## config.mk

```make
export PLATFORM = sky130hd
export DESIGN_NAME = tcpu_exec
export DESIGN_NICKNAME = d
export VERILOG_FILES = /design/src/rtl/tcpu_pkg.sv /design/src/rtl/tcpu_exec.sv
export SDC_FILE = /design/constraint.sdc
export NUM_CORES = 1
export LEC_CHECK = 0
export ABC_AREA = 1
export BUFFER_PORTS_ARGS = -buffer_cell sky130_fd_sc_hd__buf_2
export CAP_MARGIN = 10
export CELL_PAD_IN_SITES_DETAIL_PLACEMENT = 0
export CELL_PAD_IN_SITES_GLOBAL_PLACEMENT = 2
export CORE_MARGIN = 2
export CORE_UTILIZATION = 30
export DETAILED_ROUTE_END_ITERATION = 10
export PLACE_DENSITY = 0.87
export SYNTH_ARGS = -nofsm -noshare
export SYNTH_HDL_FRONTEND = slang
export SYNTH_SLANG_ARGS = --single-unit
```

## constraint.sdc

```tcl
create_clock -name vclk -period 9.9
set_input_delay 2.97 -clock vclk [all_inputs]
set_output_delay 2.97 -clock vclk [all_outputs]
set_load 0.05 [all_outputs]
```

## src/rtl/tcpu_pkg.sv

```systemverilog
// Shared types, widths and codes for the tiny CPU step unit.
package tcpu_pkg;

  localparam int unsigned MEM_WORDS_DEF = 2048;
  localparam int unsigned WORD_W        = 16;
  localparam int unsigned ADDR_W        = 11;
  localparam int unsigned STATUS_W      = 3;
  localparam int unsigned NREGS         = 4;

  typedef logic [WORD_W-1:0]             word_t;
  typedef logic [NREGS-1:0][WORD_W-1:0]  regfile_t;

  // Item kind carried on the input channel
  typedef enum logic {
    OPN_WRITE = 1'b0,
    OPN_STEP  = 1'b1
  } operation_t;

  // Result status codes
  typedef enum logic [STATUS_W-1:0] {
    ST_OK          = 3'd0,
    ST_HALT        = 3'd1,
    ST_TRACE       = 3'd2,
    ST_LOAD_FAULT  = 3'd3,
    ST_STORE_FAULT = 3'd4,
    ST_FETCH_FAULT = 3'd5
  } status_t;

  // Instruction opcodes (bits 15..13)
  typedef enum logic [2:0] {
    OPC_ADDSUB = 3'd0,
    OPC_AND    = 3'd1,
    OPC_OR     = 3'd2,
    OPC_SLT    = 3'd3,
    OPC_BRANCH = 3'd4,
    OPC_LDST   = 3'd5,
    OPC_CALL   = 3'd6,
    OPC_SHIFT  = 3'd7
  } opcode_t;

  // Special r2 selectors of the return group
  localparam logic [1:0] R2_TRACE = 2'd1;
  localparam logic [1:0] R2_HALT  = 2'd3;

  // Outcome of executing one fetched word
  typedef struct packed {
    status_t    status;
    word_t      pc;
    logic       reg_we;
    logic [1:0] rd;
    word_t      wdata;
    logic       mem_we;
    logic       mem_rd;
    word_t      ea;
  } exec_res_t;

endpackage

```

## src/rtl/tcpu_exec.sv

```systemverilog
// Decode and execute of one fetched instruction word.
module tcpu_exec #(
  parameter int unsigned MEM_WORDS = tcpu_pkg::MEM_WORDS_DEF
) (
  input  tcpu_pkg::word_t     instr,
  input  tcpu_pkg::word_t     pc,
  input  tcpu_pkg::regfile_t  regs,
  output tcpu_pkg::exec_res_t res
);
  import tcpu_pkg::*;

  localparam logic [WORD_W:0] MEM_LIMIT = (WORD_W+1)'(MEM_WORDS);

  opcode_t    op;
  logic [1:0] r1;
  logic [1:0] r2;
  logic [7:0] imm;
  logic       vrt;
  word_t      imm_z;
  word_t      imm_s;
  word_t      pc_inc;
  word_t      x;
  word_t      y;
  word_t      ea;
  logic       ea_ok;

  // field split
  assign op     = opcode_t'(instr[15:13]);
  assign r1     = instr[12:11];
  assign r2     = instr[10:9];
  assign imm    = instr[8:1];
  assign vrt    = instr[0];
  assign imm_z  = {8'b0, imm};
  assign imm_s  = {{8{imm[7]}}, imm};
  assign pc_inc = pc + 16'd1;
  assign x      = regs[r1];
  assign y      = regs[r2];
  assign ea     = y + imm_s;
  assign ea_ok  = ({1'b0, ea} < MEM_LIMIT);

  always_comb begin
    res        = '0;
    res.status = ST_OK;
    res.pc     = pc_inc;
    res.rd     = r1;
    res.ea     = ea;
    unique case (op)
      OPC_ADDSUB: begin
        res.reg_we = 1'b1;
        res.wdata  = vrt ? (x - y - imm_z) : (x + y + imm_z);
      end
      OPC_AND: begin
        res.reg_we = 1'b1;
        res.wdata  = vrt ? ~(x & y) : (x & y);
      end
      OPC_OR: begin
        res.reg_we = 1'b1;
        res.wdata  = vrt ? ~(x | y) : (x | y);
      end
      OPC_SLT: begin
        res.reg_we = 1'b1;
        res.wdata  = vrt ? {15'b0, (x > y)} : {15'b0, (x < y)};
      end
      OPC_BRANCH: begin
        if ((x == y) != vrt) begin
          res.pc = pc_inc + imm_s;
        end
      end
      OPC_LDST: begin
        // store data rides on wdata; a load finishes after the data read
        if (!ea_ok) begin
          res.status = vrt ? ST_STORE_FAULT : ST_LOAD_FAULT;
        end else if (vrt) begin
          res.mem_we = 1'b1;
          res.wdata  = x;
        end else begin
          res.mem_rd = 1'b1;
        end
      end
      OPC_CALL: begin
        if (!vrt) begin
          res.reg_we = 1'b1;
          res.wdata  = pc_inc;
          res.pc     = imm_z;
        end else if (r2 == R2_HALT) begin
          res.status = ST_HALT;
        end else if (r2 == R2_TRACE) begin
          res.status = ST_TRACE;
        end else begin
          res.pc = x;
        end
      end
      OPC_SHIFT: begin
        res.reg_we = 1'b1;
        res.wdata  = vrt ? (y >> imm[3:0]) : (y << imm[3:0]);
      end
    endcase
  end

endmodule

```

# Yosys cells after proc, flatten, opt, wreduce, memory -nomap -nowiden
# Index checks and enable logic that the tools add are counted.
# op_classes
n_eq_ne	11
n_addsub	7
n_mux	27
n_reduce_logical	2
order_cmp	5
n_shift	2
n_bitwise	4
# ops
cell	n
two-way mux 16 bit	11
one-hot mux 16 bit (7 select lines)	1
binary-select mux 16 bit (select 2 bit)	2
adder 16 bit	3
inverter 16 bit	2
one-hot mux 16 bit (2 select lines)	1
two-way mux 18 bit	1
two-way mux 17 bit	1
adder 16 x 1 -> 16 bit (second input constant)	1
adder 16 x 8 -> 16 bit	1
bitwise AND 16 bit	1
equality test 16 bit	1
greater-than comparator 16 bit	1
less-than comparator 16 x 12 -> 1 bit (second input constant)	1
less-than comparator 16 bit	1
bitwise OR 16 bit	1
<< shifter 16 x 4 -> 16 bit	1
>> shifter 16 x 4 -> 16 bit	1
subtractor 16 bit	1
subtractor 16 x 8 -> 16 bit	1
equality test 3 bit (second input constant)	4
two-way mux 2 bit	4
equality test 3 x 2 -> 1 bit (second input constant)	2
less-than comparator 2 x 3 -> 1 bit (second input constant)	2
other kinds (10)	12
# word_totals
in_bits	96
register_bits	0
word_cells	58

# Depth between registers and ports, before layout
# Gate-level depths: netlist (run 1).
# logic_depth
word_depth	6
mapped_depth	23
depth_no_buf	21

# Worst setup path before layout (run 1)
# Ideal clock, no wire load.
# synth_path
path_kind	in2out
startpoint	input instr[10]
endpoint	output res[16] (netlist name)
arrival_time_ns	6.455
cell_stages	20
n_path_buf	2
setup_slack_ns	0.475
required_ns	6.930
cell_sequence	buf_4 inv_4 buf_4 nand3_1 nand2_1 inv_1 ha_1 inv_1 fa_1 inv_1 nand4_1 nand3_1 nand2_1 nand3_2 nand2_2 inv_2 nand3_4 nor2_8 inv_1 nor3_1
# synth_lines
element	line	rtl
from (decl)	tcpu_exec.sv:5	input tcpu_pkg::word_t instr,
to (decl)	tcpu_exec.sv:8	output tcpu_pkg::exec_res_t res

==> results of run 1 <==
cells in the mapped netlist (17+ instances only):
| library cell | instances |
|---|---|
| sky130_fd_sc_hd__nand2_1 | 478 |
| sky130_fd_sc_hd__nor2_1 | 97 |
| sky130_fd_sc_hd__xor2_1 | 37 |
| sky130_fd_sc_hd__o21ai_0 | 60 |
| sky130_fd_sc_hd__nand4_1 | 17 |
| sky130_fd_sc_hd__fa_1 | 19 |
| sky130_fd_sc_hd__xnor2_1 | 22 |
| sky130_fd_sc_hd__nand3_1 | 284 |
| sky130_fd_sc_hd__a21oi_1 | 97 |
| sky130_fd_sc_hd__clkbuf_1 | 22 |
| sky130_fd_sc_hd__ha_1 | 126 |
| sky130_fd_sc_hd__buf_2 | 19 |
| sky130_fd_sc_hd__inv_1 | 192 |
report_power, final:
part,switching [W],internal (W),total [W]
sequential,0,0,0
combinational,0.000737,0.000315,0.00105
clock,0,0.0000000000283,0.0000000000283
layer usage:
| layer | GRT usage (%) | part of all wire (%) | up-vias | wire, um |
|---|---|---|---|---|
| met5 | 0 | 0 | - | 0 |
| met4 | 7.206 | 3.3 | 0 | 1434 |
| met3 | 1.907 | 6.3 | 64 | 2717 |
| met2 | 44.32 | 46 | 469 | 19840 |
| met1 | 36.06 | 44 | 5428 | 19110 |
| li1 | - | - | 5666 | - |
kinds of logic after synthesis:
logic type,after synthesis
and+or+nand+nor,931
buffers and inverters,258
adders and majority gates,145
AOI/OAI and AO/OA,235
xor gates and xnor gates,60
per-stage QoR:
stage	area [um2]	util, %	hold WS [ps]
2_1_floorplan	9051	-	6107
3_3_place_gp	10280	34.68	6342
3_5_place_dp	10280	34.68	6338
4_1_cts	10280	34.68	6339
5_1_grt	10300	34.76	6360
6_report	10300	34.77	6355
worst paths after layout:
check	start	endpoint	slack (ps)
setup / recovery	instr[9]	res[23]	270
hold / removal	instr[12]	res[35]	6360
layout make-up:
class | count | area (um2) | area share (%)
Tap cell | 390 | 488.0 | 4.735
Timing Repair Buffer | 188 | 1044 | 10.13
Multi-Input combinational cell | 1371 | 8011 | 77.74
Inverter | 201 | 759.5 | 7.370
Antenna cell | 1 | 2.502 | 0.02428
==> metrics.log, run 1 <==
INFO  metric first_global_vias = 10423
INFO  metric cpMostUsedCell = sky130_fd_sc_hd__nand2_1
INFO  metric yosys.area_share.xor_xnor = 5.889%
INFO  metric setup_tns = 0 ps
INFO  metric synth_top_family_by_area = simple AND/OR/NAND/NOR gates
INFO  metric place_congestion = 1.011
INFO  metric die-area = 31580 um2
INFO  metric grt-ovfl-total = 0
INFO  metric area_fraction_in_compound_gates_after_synthesis = 15.15%
INFO  metric placeableCoreArea = 29640 um2
INFO  metric critical_path.endpoint_type = output port
INFO  metric layout_common_cells = sky130_fd_sc_hd__nand2_1, sky130_fd_sc_hd__nand3_1, sky130_fd_sc_hd__inv_1
INFO  metric placed_cells = 2150
INFO  metric ir_worst_vdd = 65.86 uV
INFO  metric worstPathMaxFanout = 18
INFO  metric synth_seq_area_share = 0%
INFO  metric worstMarginPinSlew = 923.3 ps
INFO  metric final_common_cell = sky130_fd_sc_hd__nand2_1
INFO  metric synth_warnings = 0
INFO  metric timing.critical_path.arrival = 6660 ps
INFO  metric numPortBuffers = 152
INFO  metric synthTopCellsByArea = sky130_fd_sc_hd__nand2_1, sky130_fd_sc_hd__ha_1, sky130_fd_sc_hd__nand3_1, sky130_fd_sc_hd__inv_1, sky130_fd_sc_hd__a21oi_1
INFO  metric timing.critical_path.slowest_stage_cell = sky130_fd_sc_hd__fa_1
INFO  metric per_cell_routed_wire_length = 20.04 um
INFO  metric outcome = finished, final reports clean
INFO  metric die_y = 177.7 um
INFO  metric post-route-drc-count = 0
INFO  metric num_io_pins = 152
INFO  metric fmax = 103.9 MHz
INFO  metric postLayoutSetupSlackWorst = 274.9 ps
INFO  metric timing.slew.headroom = 38.45%
INFO  metric timing.critical_path.depth = 20
INFO  metric floorplan.initialDensity = 30.54%
INFO  metric period_share = 97.22%
INFO  metric drt_pass1_iterations = 6
INFO  metric post-cts-setup-buffer-count = 0
INFO  metric critical_path.top_delay_family = simple AND/OR/NAND/NOR gates
INFO  metric setup_viol = 0
INFO  metric min_delay_path_depth = 2
INFO  metric number_of_standard_cells_in_the_final_layout_excluding_fillers = 2151
INFO  metric synthSimpleGateAreaFrac = 45.60%
INFO  metric floorplan_die_width = 177.7 um
INFO  metric synth_cell_types = 49
INFO  metric route.vias.total = 11627
INFO  metric final.min_clock_period = 9625 ps
INFO  metric synthMuxAreaShare = 0%
INFO  metric flops_and_latches = 0
INFO  metric static_leak = 5.655 nW
INFO  metric finalHoldViolCount = 0
INFO  metric syn_area = 9051 um2
INFO  metric grt_first_pass_wirelength = 62.89 mm
INFO  metric route.antenna.remaining_nets = 0
INFO  metric timing.critical_path.from_type = primary input
INFO  metric placement.setup.worst_slack = 204.5 ps
INFO  metric floorplan.rows = 63
INFO  metric nFillCells = 3436
INFO  metric design_power_total = 0.001052 W
INFO  metric area_growth = 13.85%
INFO  metric maximum_number_of_pins_on_one_net_before_global_route_repair = 37
INFO  metric synth.largest_area_cell = sky130_fd_sc_hd__nand2_1
INFO  metric timing.max_cap.violations = 0
INFO  metric route.detailed.vias_per_inst = 5.405
INFO  metric hpwlAfterDp = 36.61 mm
INFO  metric timing.setup.critical_path_class = primary input to output port
INFO  metric crit_chain = buf_2 -> inv_2 -> buf_4 -> nand2_1 -> nand3_1 -> nand2_1 -> inv_1 -> fa_1 -> inv_1 -> ha_1 -> nand2_1 -> nor2_1 -> nor2_1 -> nand2_1 -> inv_1 -> or2_0 -> nand3_1 -> a21oi_1 -> nand3_1 -> buf_2
INFO  metric layout.nets = 2003
INFO  metric hold_path_class = primary input to output port
INFO  metric cts-resized-gates = 0
INFO  metric syn-instance-count = 1629
INFO  metric final_layout_size_suffix_gt1_share = 13.35%
INFO  metric post_synth.cell_area_avg = 5.556 um2
INFO  metric critPathBufInv = 7
INFO  metric antenna_violations_before_repair = 2
INFO  metric global_route.usage.total = 26.34%
INFO  metric ff_latch_area = 0 um2
INFO  metric clock_buffer_count_in_the_final_layout = 0
INFO  metric slew_violations = 0
INFO  metric wirelength = 43.10 mm
INFO  metric synthAdderAreaFrac = 21.62%
INFO  metric p_per_area = 102.0 nW/um2
INFO  metric drt_iter0_markers = 1221
INFO  metric synth_fp_nets = 1870
INFO  metric required = 6930 ps
INFO  metric maximum_cell_stage_delay_along_the_critical_path = 400 ps
INFO  metric synthDominantCellAreaShare = 19.82%
INFO  metric rsz0062_at_grt = false
INFO  metric cts_hold_buf = 0
(Power assumes the default switching activity.)
==> run 2: changes to the inputs <==
- CORE_UTILIZATION: 30 -> 33
- PLACE_DENSITY: 0.87 -> 0.94
- clock period: 9.9 -> 11.2 ns (I/O delays scaled with it)
==> metrics.log, run 2 (synthesis gave the netlist of run 1 again) <==
INFO  metric outcome = finished, final reports clean
INFO  metric critical_path_end = res[23]
INFO  metric route.detailed.vias_per_inst = 5.634
INFO  metric worstMarginPinSlew = 1160 ps
INFO  metric slew_violations = 0
INFO  metric required = 7840 ps
INFO  metric grt_first_pass_wirelength = 63.51 mm
INFO  metric timing.slew.headroom = 22.38%
INFO  metric design_power_total = 0.0009295 W
INFO  metric fmax = 93.48 MHz
INFO  metric period_share = 95.52%
INFO  metric ir_worst_vdd = 41.81 uV
INFO  metric rsz0062_at_grt = false
INFO  metric maximum_cell_stage_delay_along_the_critical_path = 540 ps
INFO  metric place_congestion = 1.019
INFO  metric holdCritStartpoint = instr[12]
INFO  metric timing.setup.critical_path_class = primary input to output port
INFO  metric static_leak = 5.590 nW
INFO  metric route.vias.total = 11770
INFO  metric diodes = 0
INFO  metric setup_viol = 0
INFO  metric route.antenna.remaining_nets = 0
INFO  metric cts_hold_buf = 0
INFO  metric critical_path.endpoint_type = output port
INFO  metric first_global_vias = 10810
INFO  metric critical_path.startpoint = instr[11]
INFO  metric placeableCoreArea = 26950 um2
INFO  metric die_y = 169.6 um
INFO  metric flops_and_latches = 0
INFO  metric drt_pass1_iterations = 5
INFO  metric timing.critical_path.slowest_stage_cell = sky130_fd_sc_hd__fa_1
INFO  metric floorplan.initialDensity = 33.58%
INFO  metric antenna_violations_before_repair = 0
INFO  metric area_growth = 11.82%
INFO  metric worstPathMaxFanout = 32
INFO  metric ff_latch_area = 0 um2
INFO  metric floorplan_die_width = 169.6 um
INFO  metric drt_iter0_markers = 1273
INFO  metric maximum_number_of_pins_on_one_net_before_global_route_repair = 38
INFO  metric hold_path_class = primary input to output port
INFO  metric p_per_area = 91.84 nW/um2
INFO  metric grt-ovfl-total = 0
INFO  metric post-route-drc-count = 0
INFO  metric hpwlAfterDp = 35.55 mm
INFO  metric timing.max_cap.violations = 0
INFO  metric finalHoldViolCount = 0
INFO  metric layout_common_cells = sky130_fd_sc_hd__nand2_1, sky130_fd_sc_hd__nand3_1, sky130_fd_sc_hd__inv_1
INFO  metric final_layout_size_suffix_gt1_share = 12.64%
INFO  metric num_io_pins = 152
INFO  metric postPlaceCellArea = 10110 um2
INFO  metric wirelength = 42.50 mm
INFO  metric die-area = 28770 um2
INFO  metric postLayoutSetupSlackWorst = 502.3 ps
INFO  metric layout.nets = 1991
INFO  metric global_route.usage.total = 28.54%
INFO  metric placement.setup.worst_slack = 394.6 ps
INFO  metric smallest_hold_slack = 7121 ps
INFO  metric clock_buffer_count_in_the_final_layout = 0
INFO  metric numPortBuffers = 152
INFO  metric final.min_clock_period = 10700 ps
INFO  metric post-cts-setup-buffer-count = 0
INFO  metric crit_chain = buf_2 -> inv_2 -> nand2_1 -> a32oi_2 -> inv_1 -> fa_1 -> inv_1 -> ha_1 -> nand2_1 -> nand2_1 -> inv_1 -> nor2_1 -> nor2_1 -> nand2_1 -> inv_1 -> or2_0 -> nand3_1 -> a21oi_1 -> nand3_1 -> buf_2
INFO  metric timing.critical_path.arrival = 7340 ps
INFO  metric floorplan.rows = 60
INFO  metric per_cell_routed_wire_length = 20.34 um
INFO  metric timing.critical_path.from_type = primary input
INFO  metric final_common_cell = sky130_fd_sc_hd__nand2_1
INFO  metric final_design_area_no_fill = 10120 um2
INFO  metric setup_tns = 0 ps
==> run 2: changes by cell type in the layout (fill, tap and decap cells not counted) <==
cell,before,now
sky130_fd_sc_hd__a32oi_2,3,1
sky130_fd_sc_hd__a32oi_1,8,10
sky130_fd_sc_hd__buf_4,35,24
sky130_fd_sc_hd__diode_2,1,0
sky130_fd_sc_hd__inv_2,7,8
sky130_fd_sc_hd__inv_4,2,1
sky130_fd_sc_hd__buf_12,1,0
==> run 2: how the worst min path moves through the flow <==
stage                     endpoint  slack, ps  cells after the start
after detailed placement   res[35]       7120                      2
final                      res[35]       7120                      2
after floorplan            res[34]       6890                      1
after global placement     res[35]       7110                      2
after global routing       res[35]       7130                      2
after CTS                  res[35]       7120                      2
==> run 2: power by group <==
group          internal (W)  leakage [nW]  switching, W
Sequential                0             0             0
Combinational      0.000275          5.59      0.000655
Clock                     0             0             0
Total              0.000275          5.59      0.000655
==> run 2: repair_timing <==
item | CTS | global route
setup endpoints to repair | 0 | 1
hold endpoints to repair | 0 | 0
gates resized for setup | 0 | 1
==> run 2: area by class of cell <==
class,instances,area (um2)
inverters,201,757.0
multi-input cells,1371,7996
well taps,341,426.7
fillers,3078,16830
repair buffers,176,940.9
==> run 2: layer usage <==
metal / routed length [um] / share of wire (%) / global-route usage, %
met4: 1828 / 4.3 / 10.74
met5: 0 / 0 / 0
met1: 18030 / 42 / 38.13
met2: 19160 / 45 / 47.33
met3: 3480 / 8.2 / 2.962
==> run 2: critical path: cells and delay by family <==
| kind | cells | cell delay (ps) |
|---|---|---|
| compound gates | 2 | 850 |
| fa+ha+maj | 2 | 920 |
| simple gates | 9 | 930 |
| buf+inv | 7 | 1270 |
==> run 2: metrics by stage <==
| step | utilization, % | std cells |
|---|---|---|
| finish | 37.55 | 2089 |
| global route | 37.55 | 2089 |
| CTS | 37.50 | 2088 |
| detailed placement | 37.50 | 2088 |
| global placement | 37.50 | 2088 |
| floorplan | - | 1629 |
